<file path="config.mk">
export PLATFORM = sky130hd
export DESIGN_NAME = fpga_passive_serial_loader_flat
export DESIGN_NICKNAME = d
export VERILOG_FILES = /design/src/rtl/fpsl_pkg.sv /design/src/rtl/fpsl_if.sv /design/src/rtl/fpsl_seq.sv /design/src/rtl/fpsl_ser.sv /design/src/rtl/fpga_passive_serial_loader.sv /design/src/flat_wrapper.sv
export SDC_FILE = /design/constraint.sdc
export NUM_CORES = 1
export LEC_CHECK = 0
export CORE_ASPECT_RATIO = 1.5
export CORE_MARGIN = 3
export CORE_UTILIZATION = 65
export DETAILED_ROUTE_END_ITERATION = 10
export DONT_BUFFER_PORTS = 1
export PLACE_DENSITY = 0.81
export SLEW_MARGIN = 20
export SYNTH_ARGS = -nofsm -noshare
export SYNTH_HDL_FRONTEND = slang
export SYNTH_SLANG_ARGS = --single-unit
</file>
<file path="constraint.sdc">
create_clock -name clk -period 6.05 [get_ports clk]
set_input_delay 1.815 -clock clk [delete_from_list [all_inputs] [get_ports clk]]
set_output_delay 1.815 -clock clk [all_outputs]
set_load 0.01 [all_outputs]
</file>
<file path="src/rtl/fpsl_pkg.sv">
// ----------------------------------------------------------------------------
// fpsl_pkg
// Shared codes, reset values and types for the passive serial loader.
// ----------------------------------------------------------------------------
package fpsl_pkg;

    // Input operation codes
    localparam logic [1:0] OP_START = 2'd0;
    localparam logic [1:0] OP_TICK  = 2'd1;
    localparam logic [1:0] OP_DATA  = 2'd2;
    localparam logic [1:0] OP_ABORT = 2'd3;

    // Sequencer phases
    localparam logic [3:0] PH_IDLE     = 4'd0;
    localparam logic [3:0] PH_SET_HI   = 4'd1;
    localparam logic [3:0] PH_SET_LO   = 4'd2;
    localparam logic [3:0] PH_W_NST_LO = 4'd3;
    localparam logic [3:0] PH_W_CD_LO  = 4'd4;
    localparam logic [3:0] PH_W_NST_HI = 4'd5;
    localparam logic [3:0] PH_LOAD     = 4'd6;
    localparam logic [3:0] PH_W_DONE   = 4'd7;
    localparam logic [3:0] PH_DONE     = 4'd8;
    localparam logic [3:0] PH_FAIL     = 4'd9;
    localparam logic [3:0] PH_ABORT    = 4'd10;

    // Error codes
    localparam logic [2:0] ERR_NONE        = 3'd0;
    localparam logic [2:0] ERR_NST_HIGH    = 3'd1;
    localparam logic [2:0] ERR_CD_HIGH     = 3'd2;
    localparam logic [2:0] ERR_NST_LOW     = 3'd3;
    localparam logic [2:0] ERR_CD_NEVER    = 3'd4;
    localparam logic [2:0] ERR_BYTE_UNEXP  = 3'd5;

    // Register map (word index)
    localparam logic [1:0] REG_USE_CD    = 2'd0;
    localparam logic [1:0] REG_SETTLE    = 2'd1;
    localparam logic [1:0] REG_INIT_LIM  = 2'd2;
    localparam logic [1:0] REG_DONE_LIM  = 2'd3;

    // Register reset values
    localparam logic        USE_CD_RST   = 1'b1;
    localparam logic [15:0] SETTLE_RST   = 16'd10000;
    localparam logic [15:0] INIT_LIM_RST = 16'd200;
    localparam logic [15:0] DONE_LIM_RST = 16'hFFFF;

    localparam int BYTE_W = 8;

    typedef struct packed {
        logic        use_cd;
        logic [15:0] settle;
        logic [15:0] init_lim;
        logic [15:0] done_lim;
    } fpsl_cfg_t;

    // One processed item: pin/phase snapshot plus byte to serialize
    typedef struct packed {
        logic              nconfig;
        logic [3:0]        phase;
        logic [2:0]        error;
        logic              pulse;
        logic [BYTE_W-1:0] data;
    } fpsl_res_t;

endpackage

</file>
<file path="src/rtl/fpsl_if.sv">
// ----------------------------------------------------------------------------
// fpsl_in_if / fpsl_out_if
// Valid/ready channels carrying loader commands and loader results.
// ----------------------------------------------------------------------------
interface fpsl_in_if;
    logic       valid;
    logic       ready;
    logic [1:0] op;
    logic [7:0] data_byte;
    logic       last_byte;
    logic       nstatus_level;
    logic       conf_done_level;

    modport source (
        output valid, op, data_byte, last_byte, nstatus_level, conf_done_level,
        input  ready
    );
    modport sink (
        input  valid, op, data_byte, last_byte, nstatus_level, conf_done_level,
        output ready
    );
endinterface

interface fpsl_out_if;
    logic       valid;
    logic       ready;
    logic       nconfig_level;
    logic       data_level;
    logic       dclk_pulse;
    logic [3:0] phase;
    logic [2:0] error_code;
    logic       last_of_run;

    modport source (
        output valid, nconfig_level, data_level, dclk_pulse, phase, error_code,
               last_of_run,
        input  ready
    );
    modport sink (
        input  valid, nconfig_level, data_level, dclk_pulse, phase, error_code,
               last_of_run,
        output ready
    );
endinterface

</file>
<file path="src/rtl/fpsl_seq.sv">
// ----------------------------------------------------------------------------
// fpsl_seq
// Configuration sequencer: phase, wait counter, error and nCONFIG state.
// ----------------------------------------------------------------------------
module fpsl_seq (
    input  logic                clk,
    input  logic                rst_n,
    input  logic                accept,
    input  logic [1:0]          op,
    input  logic [7:0]          data_byte,
    input  logic                last_byte,
    input  logic                nstatus_level,
    input  logic                conf_done_level,
    input  fpsl_pkg::fpsl_cfg_t cfg,
    output fpsl_pkg::fpsl_res_t res
);
    import fpsl_pkg::*;

    logic [3:0]  phase_reg, phase_next;
    logic [15:0] cnt_reg, cnt_next;
    logic [2:0]  err_reg, err_next;
    logic        ncfg_reg, ncfg_next;

    logic [15:0] cnt_inc;
    logic [15:0] lim_sel;
    logic        reached;
    logic        pulse;

    // Limit that applies to the current phase
    always_comb
    begin
        unique case (phase_reg)
            PH_SET_HI, PH_SET_LO, PH_ABORT: lim_sel = cfg.settle;
            PH_W_DONE:                      lim_sel = cfg.done_lim;
            default:                        lim_sel = cfg.init_lim;
        endcase
    end

    assign cnt_inc = cnt_reg + 16'd1;
    // wrap to zero counts as reached
    assign reached = (cnt_inc >= lim_sel) || (cnt_inc == 16'd0);

    always_comb
    begin
        phase_next = phase_reg;
        cnt_next   = cnt_reg;
        err_next   = err_reg;
        ncfg_next  = ncfg_reg;
        pulse      = 1'b0;
        unique case (op)
            OP_START:
            begin
                ncfg_next  = 1'b1;
                err_next   = ERR_NONE;
                phase_next = PH_SET_HI;
                cnt_next   = 16'd0;
            end
            OP_TICK:
            begin
                unique case (phase_reg)
                    PH_SET_HI:
                    begin
                        if (reached)
                        begin
                            ncfg_next  = 1'b0;
                            phase_next = PH_SET_LO;
                            cnt_next   = 16'd0;
                        end
                        else
                            cnt_next = cnt_inc;
                    end
                    PH_SET_LO:
                    begin
                        if (reached)
                        begin
                            phase_next = PH_W_NST_LO;
                            cnt_next   = 16'd0;
                        end
                        else
                            cnt_next = cnt_inc;
                    end
                    PH_W_NST_LO:
                    begin
                        if (!nstatus_level)
                        begin
                            cnt_next = 16'd0;
                            if (cfg.use_cd)
                                phase_next = PH_W_CD_LO;
                            else
                            begin
                                ncfg_next  = 1'b1;
                                phase_next = PH_W_NST_HI;
                            end
                        end
                        else if (reached)
                        begin
                            err_next   = ERR_NST_HIGH;
                            phase_next = PH_FAIL;
                            cnt_next   = 16'd0;
                        end
                        else
                            cnt_next = cnt_inc;
                    end
                    PH_W_CD_LO:
                    begin
                        if (!conf_done_level)
                        begin
                            ncfg_next  = 1'b1;
                            phase_next = PH_W_NST_HI;
                            cnt_next   = 16'd0;
                        end
                        else if (reached)
                        begin
                            err_next   = ERR_CD_HIGH;
                            phase_next = PH_FAIL;
                            cnt_next   = 16'd0;
                        end
                        else
                            cnt_next = cnt_inc;
                    end
                    PH_W_NST_HI:
                    begin
                        if (nstatus_level)
                        begin
                            phase_next = PH_LOAD;
                            cnt_next   = 16'd0;
                        end
                        else if (reached)
                        begin
                            err_next   = ERR_NST_LOW;
                            phase_next = PH_FAIL;
                            cnt_next   = 16'd0;
                        end
                        else
                            cnt_next = cnt_inc;
                    end
                    PH_W_DONE:
                    begin
                        if (conf_done_level)
                        begin
                            phase_next = PH_DONE;
                            cnt_next   = 16'd0;
                        end
                        else if (reached)
                        begin
                            err_next   = ERR_CD_NEVER;
                            phase_next = PH_FAIL;
                            cnt_next   = 16'd0;
                        end
                        else
                            cnt_next = cnt_inc;
                    end
                    PH_ABORT:
                    begin
                        if (reached)
                        begin
                            ncfg_next  = 1'b1;
                            phase_next = PH_IDLE;
                            cnt_next   = 16'd0;
                        end
                        else
                            cnt_next = cnt_inc;
                    end
                    default:
                    begin
                        // idle, load, done, fail: tick ignored
                    end
                endcase
            end
            OP_DATA:
            begin
                if (phase_reg == PH_LOAD)
                begin
                    pulse = 1'b1;
                    if (last_byte)
                    begin
                        phase_next = cfg.use_cd ? PH_W_DONE : PH_DONE;
                        cnt_next   = 16'd0;
                    end
                end
                else
                    err_next = ERR_BYTE_UNEXP;
            end
            default:
            begin
                ncfg_next  = 1'b0;
                phase_next = PH_ABORT;
                cnt_next   = 16'd0;
            end
        endcase
    end

    // Result carries the state after this item
    assign res = '{nconfig: ncfg_next, phase: phase_next, error: err_next,
                   pulse: pulse, data: data_byte};

    always_ff @(posedge clk or negedge rst_n)
    begin
        if (!rst_n)
        begin
            phase_reg <= PH_IDLE;
            cnt_reg   <= 16'd0;
            err_reg   <= ERR_NONE;
            ncfg_reg  <= 1'b1;
        end
        else if (accept)
        begin
            phase_reg <= phase_next;
            cnt_reg   <= cnt_next;
            err_reg   <= err_next;
            ncfg_reg  <= ncfg_next;
        end
    end

endmodule

</file>
<file path="src/rtl/fpsl_ser.sv">
// ----------------------------------------------------------------------------
// fpsl_ser
// Result register and bit serializer: one beat per item, eight for a pulsed byte.
// ----------------------------------------------------------------------------
module fpsl_ser (
    input  logic                clk,
    input  logic                rst_n,
    input  logic                load,
    input  fpsl_pkg::fpsl_res_t res_in,
    input  logic                out_ready,
    output logic                out_valid,
    output logic                nconfig_level,
    output logic                data_level,
    output logic                dclk_pulse,
    output logic [3:0]          phase,
    output logic [2:0]          error_code,
    output logic                last_of_run,
    output logic                free
);
    import fpsl_pkg::*;

    localparam int IDX_W = $clog2(BYTE_W);

    logic             valid_reg;
    logic [IDX_W-1:0] idx_reg;
    fpsl_res_t        res_reg;
    logic             last_beat;
    logic             advance;

    assign last_beat = !res_reg.pulse || (idx_reg == IDX_W'(BYTE_W - 1));
    assign advance   = valid_reg && out_ready;
    assign free      = !valid_reg || (out_ready && last_beat);

    always_ff @(posedge clk or negedge rst_n)
    begin
        if (!rst_n)
        begin
            valid_reg <= 1'b0;
            idx_reg   <= '0;
        end
        else if (load)
        begin
            valid_reg <= 1'b1;
            idx_reg   <= '0;
        end
        else if (advance)
        begin
            if (last_beat)
                valid_reg <= 1'b0;
            else
                idx_reg <= idx_reg + IDX_W'(1);
        end
    end

    // Payload: no reset; data shifts right, LSB goes out first
    always_ff @(posedge clk)
    begin
        if (load)
            res_reg <= res_in;
        else if (advance && !last_beat)
            res_reg.data <= res_reg.data >> 1;
    end

    assign out_valid     = valid_reg;
    assign nconfig_level = res_reg.nconfig;
    assign data_level    = res_reg.pulse & res_reg.data[0];
    assign dclk_pulse    = res_reg.pulse;
    assign phase         = res_reg.phase;
    assign error_code    = res_reg.error;
    assign last_of_run   = last_beat;

endmodule

</file>
<file path="src/rtl/fpga_passive_serial_loader.sv">
// ----------------------------------------------------------------------------
// fpga_passive_serial_loader
// Passive serial configuration sequencer with APB register port.
// ----------------------------------------------------------------------------
// Timing: the first result beat is registered and valid in the cycle after the
//   command beat is taken. Start/tick/abort and rejected bytes give one beat;
//   a byte in the load phase gives eight beats through the single-bit output
//   serializer, and no new command is taken until its last beat is handed over.
// Reset: rst_n asynchronous, active low; phase idle, nCONFIG high, no error,
//   registers at their defaults, no result pending.
// ----------------------------------------------------------------------------
module fpga_passive_serial_loader (
    input  logic        clk,
    input  logic        rst_n,
    // APB configuration port
    input  logic        psel,
    input  logic        penable,
    input  logic        pwrite,
    input  logic [3:0]  paddr,
    input  logic [31:0] pwdata,
    output logic [31:0] prdata,
    output logic        pready,
    // command and result channels
    fpsl_in_if.sink     in_ch,
    fpsl_out_if.source  out_ch
);
    import fpsl_pkg::*;

    // ------------------------------------------------------------------
    // Configuration registers
    // ------------------------------------------------------------------
    fpsl_cfg_t  cfg_reg;
    logic       cfg_wr;
    logic [1:0] reg_idx;

    assign pready  = 1'b1;
    assign reg_idx = paddr[3:2];
    // write lands on the access cycle
    assign cfg_wr  = psel && penable && pwrite && pready;

    always_ff @(posedge clk or negedge rst_n)
    begin
        if (!rst_n)
        begin
            cfg_reg.use_cd   <= USE_CD_RST;
            cfg_reg.settle   <= SETTLE_RST;
            cfg_reg.init_lim <= INIT_LIM_RST;
            cfg_reg.done_lim <= DONE_LIM_RST;
        end
        else if (cfg_wr)
        begin
            unique case (reg_idx)
                REG_USE_CD:   cfg_reg.use_cd   <= pwdata[0];
                REG_SETTLE:   cfg_reg.settle   <= pwdata[15:0];
                REG_INIT_LIM: cfg_reg.init_lim <= pwdata[15:0];
                default:      cfg_reg.done_lim <= pwdata[15:0];
            endcase
        end
    end

    always_comb
    begin
        unique case (reg_idx)
            REG_USE_CD:   prdata = {31'd0, cfg_reg.use_cd};
            REG_SETTLE:   prdata = {16'd0, cfg_reg.settle};
            REG_INIT_LIM: prdata = {16'd0, cfg_reg.init_lim};
            default:      prdata = {16'd0, cfg_reg.done_lim};
        endcase
    end

    // ------------------------------------------------------------------
    // Command intake: a new beat is taken whenever the result register is
    // empty or is handing over its final beat this cycle.
    // ------------------------------------------------------------------
    logic      ser_free;
    logic      accept;
    fpsl_res_t res;

    assign in_ch.ready = ser_free;
    assign accept      = in_ch.valid && ser_free;

    // State machine; its next state is the result snapshot
    fpsl_seq u_seq (
        .clk             (clk),
        .rst_n           (rst_n),
        .accept          (accept),
        .op              (in_ch.op),
        .data_byte       (in_ch.data_byte),
        .last_byte       (in_ch.last_byte),
        .nstatus_level   (in_ch.nstatus_level),
        .conf_done_level (in_ch.conf_done_level),
        .cfg             (cfg_reg),
        .res             (res)
    );

    // Result register; expands a loaded byte into eight DCLK beats
    fpsl_ser u_ser (
        .clk           (clk),
        .rst_n         (rst_n),
        .load          (accept),
        .res_in        (res),
        .out_ready     (out_ch.ready),
        .out_valid     (out_ch.valid),
        .nconfig_level (out_ch.nconfig_level),
        .data_level    (out_ch.data_level),
        .dclk_pulse    (out_ch.dclk_pulse),
        .phase         (out_ch.phase),
        .error_code    (out_ch.error_code),
        .last_of_run   (out_ch.last_of_run),
        .free          (ser_free)
    );

    // ------------------------------------------------------------------
    // Assertions
    // ------------------------------------------------------------------
    a_accept_gives_beat: assert property (@(posedge clk) disable iff (!rst_n)
        in_ch.valid && in_ch.ready |=> out_ch.valid)
        else $error("accepted command produced no result beat");

    a_no_intake_mid_byte: assert property (@(posedge clk) disable iff (!rst_n)
        out_ch.valid && !out_ch.last_of_run |-> !in_ch.ready)
        else $error("command taken while a byte is still shifting out");

    a_pulse_phase: assert property (@(posedge clk) disable iff (!rst_n)
        out_ch.valid && out_ch.dclk_pulse |->
            (out_ch.phase == PH_LOAD) || (out_ch.phase == PH_W_DONE) ||
            (out_ch.phase == PH_DONE))
        else $error("DCLK pulse outside loading");

    a_nconfig_low: assert property (@(posedge clk) disable iff (!rst_n)
        out_ch.valid && ((out_ch.phase == PH_SET_LO) || (out_ch.phase == PH_ABORT))
            |-> !out_ch.nconfig_level)
        else $error("nCONFIG not low in settle-low or abort");

    a_quiet_data: assert property (@(posedge clk) disable iff (!rst_n)
        out_ch.valid && !out_ch.dclk_pulse |-> !out_ch.data_level && out_ch.last_of_run)
        else $error("data level or run marker wrong on pulseless beat");

endmodule

</file>
<file path="src/flat_wrapper.sv">
// flat-port wrapper written by rule: the top's interface ports become plain ports
module fpga_passive_serial_loader_flat import fpsl_pkg::*;
  (clk, rst_n, psel, penable, pwrite, paddr, pwdata, prdata, pready, in_ch_valid, in_ch_op, in_ch_data_byte, in_ch_last_byte, in_ch_nstatus_level, in_ch_conf_done_level, in_ch_ready, out_ch_valid, out_ch_nconfig_level, out_ch_data_level, out_ch_dclk_pulse, out_ch_phase, out_ch_error_code, out_ch_last_of_run, out_ch_ready);
  fpsl_in_if in_ch_i ();
  fpsl_out_if out_ch_i ();
  input  logic clk;
  input  logic rst_n;
  input  logic psel;
  input  logic penable;
  input  logic pwrite;
  input  logic [3:0] paddr;
  input  logic [31:0] pwdata;
  output logic [31:0] prdata;
  output logic pready;
  input wire logic [$bits(in_ch_i.valid)-1:0] in_ch_valid;
  input wire logic [$bits(in_ch_i.op)-1:0] in_ch_op;
  input wire logic [$bits(in_ch_i.data_byte)-1:0] in_ch_data_byte;
  input wire logic [$bits(in_ch_i.last_byte)-1:0] in_ch_last_byte;
  input wire logic [$bits(in_ch_i.nstatus_level)-1:0] in_ch_nstatus_level;
  input wire logic [$bits(in_ch_i.conf_done_level)-1:0] in_ch_conf_done_level;
  output wire logic [$bits(in_ch_i.ready)-1:0] in_ch_ready;
  output wire logic [$bits(out_ch_i.valid)-1:0] out_ch_valid;
  output wire logic [$bits(out_ch_i.nconfig_level)-1:0] out_ch_nconfig_level;
  output wire logic [$bits(out_ch_i.data_level)-1:0] out_ch_data_level;
  output wire logic [$bits(out_ch_i.dclk_pulse)-1:0] out_ch_dclk_pulse;
  output wire logic [$bits(out_ch_i.phase)-1:0] out_ch_phase;
  output wire logic [$bits(out_ch_i.error_code)-1:0] out_ch_error_code;
  output wire logic [$bits(out_ch_i.last_of_run)-1:0] out_ch_last_of_run;
  input wire logic [$bits(out_ch_i.ready)-1:0] out_ch_ready;
  assign in_ch_i.valid = in_ch_valid;
  assign in_ch_i.op = in_ch_op;
  assign in_ch_i.data_byte = in_ch_data_byte;
  assign in_ch_i.last_byte = in_ch_last_byte;
  assign in_ch_i.nstatus_level = in_ch_nstatus_level;
  assign in_ch_i.conf_done_level = in_ch_conf_done_level;
  assign in_ch_ready = in_ch_i.ready;
  assign out_ch_valid = out_ch_i.valid;
  assign out_ch_nconfig_level = out_ch_i.nconfig_level;
  assign out_ch_data_level = out_ch_i.data_level;
  assign out_ch_dclk_pulse = out_ch_i.dclk_pulse;
  assign out_ch_phase = out_ch_i.phase;
  assign out_ch_error_code = out_ch_i.error_code;
  assign out_ch_last_of_run = out_ch_i.last_of_run;
  assign out_ch_i.ready = out_ch_ready;
  fpga_passive_serial_loader u_core (.clk(clk), .rst_n(rst_n), .psel(psel), .penable(penable), .pwrite(pwrite), .paddr(paddr), .pwdata(pwdata), .prdata(prdata), .pready(pready), .in_ch(in_ch_i), .out_ch(out_ch_i));
endmodule
</file>
* Word level (Yosys, flattened, before mapping)
Cells that the tools add are included.
Word-level totals: register bits after elaboration 94, output and inout bits 46, logic and storage cells 116
Operators by class: equal/unequal tests 17, multiplexer cells 52, reduce and logical (&&, ||, !) cells 27, bitwise logic cells 2, $lt $le $gt $ge 1, $add $sub $neg 2
Operator list (number):
- 16-bit 2-to-1 mux | 7
- 16-bit case mux with 5 select lines | 1
- 16-bit case mux with 2 select lines | 2
- 16-bit case mux with 3 select lines | 1
- 4-bit 2-to-1 mux | 11
- 3-bit 2-to-1 mux | 12
- 4-bit case mux with 7 select lines | 1
- 16-bit by 1-bit adder with 16-bit output (second input constant) | 1
- 4-bit by 3-bit equality test with 1-bit output (second input constant) | 4
- 16-bit greater-or-equal comparator | 1
- 16-bit logical NOT | 1
- 8-bit 2-to-1 mux | 2
- 3-bit case mux with 4 select lines | 1
- 4-bit case mux with 3 select lines | 1
- 2-bit AND reduction | 6
- 1-bit 2-to-1 mux | 10
- 3-bit case mux with 3 select lines | 1
- 4-bit by 2-bit equality test with 1-bit output (second input constant) | 2
- 1-bit logical AND | 6
- 6-bit by 2-bit != test with 1-bit output (second input constant) | 1
- 2-bit nonzero test | 3
- 3-bit OR reduction | 2
- 2-bit by 1-bit equality test with 1-bit output (second input constant) | 2
- 2-bit equality test (second input constant) | 2
- other kinds (14) | 20

* Longest topological paths before layout
Gate-level depths: netlist of the first run.
depth after elaboration 9, depth in mapped cells 19

* By module
Synthesis of the first run repeated with hierarchy kept, for this count alone.
Unflattened totals: cell total of the unflattened synthesis 639, area, all modules 6512.5 um^2
By module, submodules not included:
- fpsl_seq | area an instance 3124.2 um^2, seq. area each 601.8 um^2, instances 1, cells each 422
- fpga_passive_serial_loader | area an instance 2486.1 um^2, seq. area each 1257.5 um^2, instances 1, cells each 166
- fpsl_ser | area an instance 902.1 um^2, seq. area each 610.6 um^2, instances 1, cells each 51

* Worst setup path after synthesis of the first run
OpenSTA, ideal clock, no wires.
path type input-to-output, start input paddr[2], end output prdata[10], path slack 1.167 ns, data required time 4.235 ns, stages 4, buffers on the path 2, arrival 3.068 ns, cells stage by stage clkbuf_1 clkbuf_1 mux2_2 a22o_1
On the way: cells in the longest elaborated chain, start to end 2, elaborated cells on any way between the ends 4, classes of those cells eq/ne (2); mux (1); reduce/logical (1)
Ends and longest elaborated chain:
- start: declaration | line flat_wrapper.sv:11 | input logic [3:0] paddr;
- 2-bit equality test (tied with other cells) | line fpga_passive_serial_loader.sv:63 | unique case (reg_idx)
- 16-bit case mux with 3 select lines (*) | line fpga_passive_serial_loader.sv:63
- end: declaration | line flat_wrapper.sv:13 | output logic [31:0] prdata;
Mark *: on every way between the ends. The rest lies on a longest branch, timed or not.

* Worst setup path in the final report of the first run
start register u_core.u_seq.phase_reg[0], end register u_core.u_seq.cnt_reg[10]
On the way: cells in the longest elaborated chain, start to end 9, elaborated cells on any way between the ends 22, classes of those cells order compare (1); eq/ne (10); mux (8); reduce/logical (3)
Ends and longest elaborated chain:
- start: declaration | line fpsl_seq.sv:19 | logic [3:0] phase_reg, phase_next;
- start signal: assignment | line fpsl_seq.sv:208 | phase_reg <= phase_next;
- 4-bit equality test (tied with other cells) | line fpsl_seq.sv:32, fpsl_seq.sv:60
- 3-bit OR reduction (no source line)
- 16-bit case mux with 2 select lines | line fpsl_seq.sv:32 | unique case (phase_reg)
- 16-bit greater-or-equal comparator | line fpsl_seq.sv:41 | assign reached = (cnt_inc >= lim_sel) || (cnt_inc == 16'd0);
- 1-bit logical OR | line fpsl_seq.sv:41
- 16-bit 2-to-1 mux
- 16-bit 2-to-1 mux, on equally long branches
- 16-bit case mux with 5 select lines | line fpsl_seq.sv:60 | unique case (phase_reg)
- 16-bit case mux with 2 select lines | line fpsl_seq.sv:50 | unique case (op)
- end signal: assignment | line fpsl_seq.sv:209 | cnt_reg <= cnt_next;
- end: declaration | line fpsl_seq.sv:20 | logic [15:0] cnt_reg, cnt_next;
Several ways; a longest one is shown, not always the timed one. A chain may end at the register's enable or synchronous reset.

==> results of run 1 <==
[through the flow]
stage | total power [mW] | util
CTS | 2.06 | 0.697
global route | 2.18 | 0.697
detailed placement | 1.49 | 0.663
floorplan | 1.36 | -
finish | 2.06 | 0.697
global placement | 1.46 | 0.663
[worst max-delay path, delay by kind of cell (launching register included)]
kind                       cells  cell delay, ps
DFF                            1             710
adders and majority gates      1             370
AOI/OAI and AO/OA              8            1890
buffers and inverters          3             950
and+or+nand+nor                4            1290
[report_power, final]
part           leakage [nW]  switching (mW)  internal (mW)
clock                 0.151           0.233          0.339
combinational          1.43           0.300          0.273
sequential             1.08           0.126          0.791
[routing by layer]
metal  vias up  track usage  wire length (um)
li1       2154            -                 -
met1      2294        0.318              5330
met2       191        0.481              7630
met3        31       0.0536               771
met4         0        0.107               379
met5         -            0                 0
[area by class of cell]
cell class | instances | area (sq um)
Sequential cell | 94 | 2470
Inverter | 12 | 45.0
Clock buffer | 15 | 299
Tap cell | 110 | 138
Clock inverter | 1 | 8.76
Timing Repair Buffer | 7 | 52.6
Fill cell | 695 | 2720
Multi-Input combinational cell | 456 | 3250
[final timing paths]
kind / end / cells past startpoint / startpoint / slack, ps
worst min-delay path: u_core.u_ser.res_reg[0]$_DFFE_PP_ / 2 / u_core.u_ser.res_reg[1]$_DFFE_PP_ / 520
worst max-delay path: u_core.u_seq.cnt_reg[10]$_DFFE_PN0P_ / 16 / u_core.u_seq.phase_reg[0]$_DFFE_PN0P_ / 760
worst max register to register: u_core.u_seq.cnt_reg[10]$_DFFE_PN0P_ / 16 / u_core.u_seq.phase_reg[0]$_DFFE_PN0P_ / 760
max in group asynchronous: u_core.cfg_reg[5]$_DFFE_PN1P_ / 0 / rst_n / 4610
worst min register to register: u_core.u_ser.res_reg[0]$_DFFE_PP_ / 2 / u_core.u_ser.res_reg[1]$_DFFE_PP_ / 520
min in group asynchronous: u_core.u_seq.phase_reg[0]$_DFFE_PN0P_ / 0 / rst_n / 1160
[logic make-up (layout without fill, tap and decap cells)]
family | Yosys count | count (layout) | synth area share
AO/OA/AOI/OAI | 167 | 167 | 0.191
XOR/XNOR | 14 | 14 | 0.0202
adder cells (fa/ha/maj) | 20 | 20 | 0.0412
buffers and inverters | 74 | 35 | 0.0674
flip-flops | 94 | 94 | 0.407
multiplexers | 71 | 71 | 0.133
other | 2 | 17 | 0.00124
AND/OR/NAND/NOR | 167 | 167 | 0.138
[placed cells by master, fill, tap and decap left out, drive strengths merged, types with 3 or more instances in the layout]
master | synthesis | routed
buf | 36 | 7
o22a | 3 | 3
and3 | 5 | 5
a22o | 42 | 42
nor2 | 36 | 36
o21ai | 25 | 25
dfrtp | 51 | 51
dfstp | 26 | 26
o22ai | 4 | 4
xor2 | 5 | 5
nand3 | 16 | 16
clkbuf | 26 | 15
nor4 | 5 | 5
mux2 | 68 | 68
nand2b | 7 | 7
nor2b | 6 | 6
nand2 | 58 | 58
edfxtp | 17 | 17
nand4 | 10 | 10
ha | 20 | 20
conb | 2 | 17
o21a | 5 | 5
a21o | 5 | 5
a21oi | 46 | 46
and2 | 4 | 4
xnor2 | 9 | 9
nor3 | 8 | 8
a211oi | 3 | 3
o211ai | 6 | 6
a31oi | 5 | 5
inv | 11 | 11
==> results.txt, run 1 <==
total global routing track utilization - 0.272
drt pass-1 iters - 4
async set or reset register ratio after synthesis - 0.819
Vias - 4,670
final period utilization - 0.874
Starting Density - 0.675
clk sinks - 94
PwrDens - 329 nW/um^2
Final Instance Area - 6260 sq um
crit path cell chain - inv_1, nor2_1, nand2_1, a21oi_1, buf_4, a22o_1, a21oi_1, ha_1, a211oi_1, nand2_1, a211o_1, o31ai_1, o21ai_2, or4_1, inv_1, a22o_1
GPL Wtd Cong - 0.891
count of pins over their slew limit - 0
worst-path fanout max - 19
Ports - 102
Peak VDD IR - 0.356 mV
# diodes - 0
#FFs+latches synth - 94
slowest stage delay, CP - 890 ps
EDFF count, synth - 17
ys flop type - dfrtp_1
Setup TNS - 0 ps
Yosys top cell area share - 0.210
Routed WL - 14.1 mm
root buf cell - clkbuf_16
PostCTS Resize Cnt - 0
CP startpoint kind - flip-flop
max_cap viols - 0
clock buffer depth - 2
clock skew - 9.96 ps
Synth area leader - dfrtp_1
DP HPWL - 9.69 mm
Vias/cell - 6.72
worst slew pin tran - 853 ps
vias in the first global route - 4,702
Routed WL per cell - 20.3 um
final hold vios - 0
Max Freq - 0.189 GHz
synth top area cells - dfrtp_1, mux2_2, dfstp_2
Mapped Cells - 609
Final setup viols - 0
Layout area overhead - 3.22%
min setup slack post-route - 765 ps
floorplan die height - 124 um
Die Wd - 84.9 um
Largest register FFs - 49
Critical Path RT - 6320 ps
Worst-Skew Late Latency - 340 ps
clock-pin transition on the worst setup and hold timing paths - 70 ps
post-CTS setup buffers - 0
CTS tree - yes
Inst Count DP - 679
Place WS - 966 ps
register area share after synthesis - 0.407
Slew HR - 0.427
Setup CP Type - reg2reg
Mapped Area - 6070 sq um
clock period minus final worst setup slack - 5290 ps
RSZ-0062 raised after global routing - no
Placed Area - 5960 sq um
leading cell type by number of instances after synthesis - mux2_2
Post-synth top cells - mux2_2, nand2_1, dfrtp_1
GRT overflow - 0
share of cells above drive strength 1 - 0.219
total CTS buffers - 9
Die ar. - 10,600 sq um
post-synthesis cell type count - 67
Placement Rows - 42
yosys warns - 0
critical path's slowest cell - or4_1
status - finished clean
number of routed nets with antenna violations - 0
Worst EP arrival - 5560 ps
Hold Slack - 519 ps
final cell count without fillers - 695
core area - 8990 sq um
DRC violations left - 0
largest net degree at the start of global routing - 78
Hold Buf Count CTS - 0
Setup crit end kind - flip-flop
first-pass GRT wire length - 23.4 mm
H-Tree Depth - 3
leakage power - 2.67 nW
Mean Syn Cell Area - 9.96 sq um
PortBufs - 0
Detailed Route Iter0 Violations - 312
final net count - 656
worst min path class - reg2reg
initial antenna violation count - 0
Note: power is estimated with default switching activity, not from simulation.
==> run 2: changes to the inputs <==
RECOVER_POWER = 50   (was unset)
clock period = 5.68 ns   (was 6.05 ns; I/O delays follow)
==> results.txt, run 2 (synthesis gave the netlist of run 1 again) <==
status - finished clean
Starting Density - 0.675
total power - 2.23 mW
CTS tree - yes
Routed WL - 13.9 mm
fillers - 683
CP startpoint kind - flip-flop
Sequential cell area - 2470 sq um
final cell count without fillers - 697
most frequent cells in the layout - mux2_2, nand2_1, dfrtp_1
Worst R2R Path Depth - 15
RSZ-0062 raised after global routing - no
PwrDens - 355 nW/um^2
Largest register FFs - 49
clock buffer depth - 2
vias in the first global route - 4,679
H-Tree Depth - 3
Setup crit end kind - flip-flop
Worst-Skew Late Latency - 340 ps
Peak VDD IR - 0.263 mV
PostCTS Resize Cnt - 0
Worst EP arrival - 5180 ps
Vias - 4,606
Slew HR - 0.385
Die Wd - 84.9 um
clock-pin transition on the worst setup and hold timing paths - 70 ps
first-pass GRT wire length - 22.9 mm
worst min path class - reg2reg
clk sinks - 94
total global routing track utilization - 0.267
post-CTS setup buffers - 0
Multi-input gate area - 3250 sq um
Inst Count DP - 681
max_cap viols - 0
# diodes - 0
count of pins over their slew limit - 0
drt pass-1 iters - 5
root buf cell - clkbuf_16
GRT overflow - 0
DP HPWL - 9.88 mm
Setup CP Type - reg2reg
Placement Rows - 42
final hold vios - 0
Vias/cell - 6.61
share of cells above drive strength 1 - 0.221
DRC violations left - 0
Detailed Route Iter0 Violations - 296
commonest non-fill, non-tap cell in the layout - mux2_2
Routed WL per cell - 19.9 um
Die ar. - 10,600 sq um
Ports - 102
combinational power share - 0.280
Clk pwr share - 0.286
floorplan die height - 124 um
core area - 8990 sq um
worst slew pin tran - 921 ps
sw frac - 0.316
final period utilization - 0.862
clock skew - 5.92 ps
total CTS buffers - 9
Critical Path RT - 5960 ps
clock period minus final worst setup slack - 4890 ps
initial antenna violation count - 0
leakage power - 2.68 nW
number of cells on the worst hold path - 2
final net count - 658
largest net degree at the start of global routing - 78
Hold Buf Count CTS - 0
Layout area overhead - 3.53%
Sequential Power Share - 0.434
Final setup viols - 0
Power Internal - 1.52 mW
PortBufs - 0
number of routed nets with antenna violations - 0
Net Switching - 0.705 mW
worst-path fanout max - 20
Setup TNS - 0 ps
GPL Wtd Cong - 0.892
Max Freq - 0.204 GHz
## run 2: stage by stage
stage / setup slack [ps] / utilization / hold WS [ps] / area (sq um)
finish: 785 / 0.699 / 527 / 6280
global placement: 1000 / 0.665 / 500 / 5970
global route: 572 / 0.699 / 539 / 6280
detailed placement: 911 / 0.665 / 511 / 5970
floorplan: 1020 / - / 477 / 6120
CTS: 908 / 0.700 / 526 / 6290
## run 2: path summary, 6_finish.rpt
kind / startpoint / to / slack (ps)
max in group asynchronous: rst_n / u_core.cfg_reg[10]$_DFFE_PN1P_ / 4400
min in group asynchronous: rst_n / u_core.u_seq.err_reg[1]$_DFFE_PN0P_ / 1060
min reg2reg: u_core.u_seq.err_reg[1]$_DFFE_PN0P_ / u_core.u_seq.err_reg[1]$_DFFE_PN0P_ / 530
min: u_core.u_seq.err_reg[1]$_DFFE_PN0P_ / u_core.u_seq.err_reg[1]$_DFFE_PN0P_ / 530
max: u_core.u_seq.phase_reg[1]$_DFFE_PN0P_ / u_core.u_seq.cnt_reg[8]$_DFFE_PN0P_ / 790
max reg2reg: u_core.u_seq.phase_reg[1]$_DFFE_PN0P_ / u_core.u_seq.cnt_reg[8]$_DFFE_PN0P_ / 790
## run 2: per-layer routing
layer | global-route usage | wire [um]
met5 | 0 | 0
met4 | 0.0820 | 262
met3 | 0.0563 | 646
met2 | 0.485 | 7620
met1 | 0.308 | 5340
## run 2: power by group through the flow
stage,clock (mW),sequential (mW),combinational [mW]
floorplan,0,0.915,0.536
CTS,0.651,0.962,0.624
detailed placement,0,0.974,0.622
finish,0.638,0.966,0.625
global route,0.678,0.983,0.691
global placement,0,0.961,0.595
## run 2: layout make-up
| cell class | instances | share of cell area |
|---|---|---|
| multi-input combinational | 456 | 0.517 |
| sequential | 94 | 0.393 |
| clock buffer | 10 | 0.0364 |
| tap | 110 | 0.0219 |
| clock inverter | 6 | 0.0135 |
| timing repair buffer | 9 | 0.0108 |
| inverter | 12 | 0.00717 |
## run 2: worst max-delay path: stages, from the launching register on
cell	delay, ps
dfrtp_1	730
inv_1	290
nand2_1	120
a21oi_1	90
nor2_1	500
buf_4	280
a21oi_1	80
ha_1	300
a21oi_1	150
nand2_1	90
a211o_1	290
o31ai_1	420
o21ai_2	110
or4_1	810
inv_1	360
a22o_1	190
==> run 3: changes to the inputs <==
CELL_PAD_IN_SITES_DETAIL_PLACEMENT = 0   (was unset)
CELL_PAD_IN_SITES_GLOBAL_PLACEMENT = 2   (was unset)
CORE_UTILIZATION = 41   (was 65)
PLACE_DENSITY = unset   (was 0.81)
PLACE_DENSITY_LB_ADDON = 0.1   (was unset)
==> results.txt, run 3 (synthesis gave the netlist of run 1 again) <==
CP delay by family, top - simple AND/OR/NAND/NOR gates
FF-to-FF Start - u_core.u_seq.phase_reg[2]$_DFFE_PN0P_
combinational power share - 0.302
first-pass GRT wire length - 25.4 mm
worst slew pin tran - 1050 ps
floorplan die height - 155 um
final net count - 666
leakage power - 2.70 nW
Worst R2R Path Depth - 16
GPL Wtd Cong - 0.880
Most Frequent Cell on Critical Path - buf_4
largest net degree at the start of global routing - 78
min setup slack post-route - 1240 ps
Critical Path Start - u_core.u_seq.phase_reg[2]$_DFFE_PN0P_
Ports - 102
worst min path class - reg2reg
Routed WL per cell - 19.9 um
max_cap viols - 0
clock skew - 11.5 ps
PortBufs - 0
number of routed nets with antenna violations - 0
sw frac - 0.334
Setup crit end kind - flip-flop
total CTS buffers - 9
Detailed Route Iter0 Violations - 208
Starting Density - 0.426
most frequent cells in the layout - mux2_2, nand2_1, dfrtp_1
Placement Rows - 53
total global routing track utilization - 0.196
clock-pin transition on the worst setup and hold timing paths - 70 ps
count of pins over their slew limit - 0
Routed WL - 15.7 mm
Largest register FFs - 49
PwrDens - 345 nW/um^2
post-CTS setup buffers - 0
Vias - 4,570
Worst-Skew Late Latency - 350 ps
critical path's slowest cell - dfrtp_1
vias in the first global route - 4,712
grt met2 use - 0.361
Slew HR - 0.299
clock period minus final worst setup slack - 4440 ps
worst path bufs/invs - 4
commonest non-fill, non-tap cell in the layout - mux2_2
Vias/cell - 5.81
Die ar. - 16,300 sq um
Worst EP arrival - 4730 ps
fillers - 1,387
worst-path fanout max - 22
met1 Use GR - 0.224
layer carrying the most global-route usage - met2
Power Internal - 1.48 mW
Critical Path RT - 5970 ps
Sequential Power Share - 0.427
Setup TNS - 0 ps
Setup CP Type - reg2reg
Setup crit end - u_core.u_seq.cnt_reg[7]$_DFFE_PN0P_
Die Wd - 105 um
Clk pwr share - 0.271
Final setup viols - 0
Hold Buf Count CTS - 0
critical path depth - 16
drt pass-1 iters - 5
GRT overflow - 0
DRC violations left - 0
root buf cell - clkbuf_16
PostCTS Resize Cnt - 0
initial antenna violation count - 0
RR Endpoint - u_core.u_seq.cnt_reg[7]$_DFFE_PN0P_
crit path cell chain - nand2b_1, nor2_1, nor2_1, buf_4, a21oi_1, ha_1, and3_1, o21ai_0, a311oi_1, o31ai_1, buf_4, o21ai_2, or4_1, buf_4, inv_1, a22o_1
clk sinks - 94
met3 Use GR - 0.0436
status - finished clean
slowest stage delay, CP - 770 ps
# diodes - 0
Max Freq - 0.225 GHz
CP startpoint kind - flip-flop
Layout area overhead - 5.75%
share of cells above drive strength 1 - 0.230
final period utilization - 0.782
Peak VDD IR - 0.171 mV
RSZ-0062 raised after global routing - no
final hold vios - 0
Net Switching - 0.739 mW
total power - 2.21 mW
core area - 14,300 sq um
H-Tree Depth - 3
CTS tree - yes
clock buffer depth - 2
Place WS - 1220 ps
DP HPWL - 11.1 mm
flop2flop setup slack - 1240 ps
==> run 3: cell type report <==
class,count,area [sq um],share of cell area
clock buffers,11,254,0.0396
clock inverters,5,38.8,0.00604
inverters,12,45.0,0.00702
multi-input cells,456,3250,0.506
flip-flops and latches,94,2470,0.385
well taps,192,240,0.0374
repair buffers,17,124,0.0193
==> run 3: power groups by stage <==
| stage | sequential [mW] | combinational, mW | clock (mW) |
|---|---|---|---|
| 4_1_cts | 0.944 | 0.676 | 0.619 |
| 3_3_place_gp | 0.948 | 0.660 | 0 |
| 2_1_floorplan | 0.915 | 0.536 | 0 |
| 3_5_place_dp | 0.957 | 0.673 | 0 |
| 6_report | 0.946 | 0.669 | 0.599 |
| 5_1_grt | 0.963 | 0.745 | 0.647 |
==> run 3: worst register-to-register path, stage by stage, from the launching register on <==
cell      delay (ps)
dfrtp_1          770
nand2b_1         230
nor2_1           410
nor2_1           100
buf_4            220
a21oi_1          260
ha_1             280
and3_1           160
o21ai_0          150
a311oi_1         130
o31ai_1          240
buf_4            160
o21ai_2           70
or4_1            530
buf_4            210
inv_1            250
a22o_1           190
==> run 3: metrics by stage <==
step,instances,instance area [sq um],hold WS (ps),utilization
finish,787,6420,518,0.450
global route,787,6420,551,0.450
CTS,787,6430,525,0.451
detailed placement,771,6130,509,0.430
global placement,771,6130,494,0.430
floorplan,624,6120,477,-
==> run 3: metal layers <==
layer | vias up | wire (um)
met2 | 111 | 8460
met1 | 2260 | 6190
met3 | 17 | 722
met4 | 0 | 293
li1 | 2182 | -
met5 | - | 0
==> run 3: worst min-delay path by stage <==
| stage | startpoint | to | slack [ps] | cells after the start |
|---|---|---|---|---|
| finish | u_core.u_seq.err_reg[1]$_DFFE_PN0P_ | u_core.u_seq.err_reg[1]$_DFFE_PN0P_ | 520 | 2 |
| CTS | u_core.u_seq.err_reg[1]$_DFFE_PN0P_ | u_core.u_seq.err_reg[1]$_DFFE_PN0P_ | 530 | 2 |
| global route | u_core.u_ser.res_reg[3]$_DFFE_PP_ | u_core.u_ser.res_reg[2]$_DFFE_PP_ | 550 | 2 |
| detailed placement | u_core.u_ser.res_reg[7]$_SDFFCE_PN0P_ | u_core.u_ser.res_reg[6]$_DFFE_PP_ | 510 | 2 |
| global placement | u_core.u_seq.err_reg[1]$_DFFE_PN0P_ | u_core.u_seq.err_reg[1]$_DFFE_PN0P_ | 490 | 2 |
| floorplan | u_core.u_seq.err_reg[1]$_DFFE_PN0P_ | u_core.u_seq.err_reg[1]$_DFFE_PN0P_ | 480 | 2 |
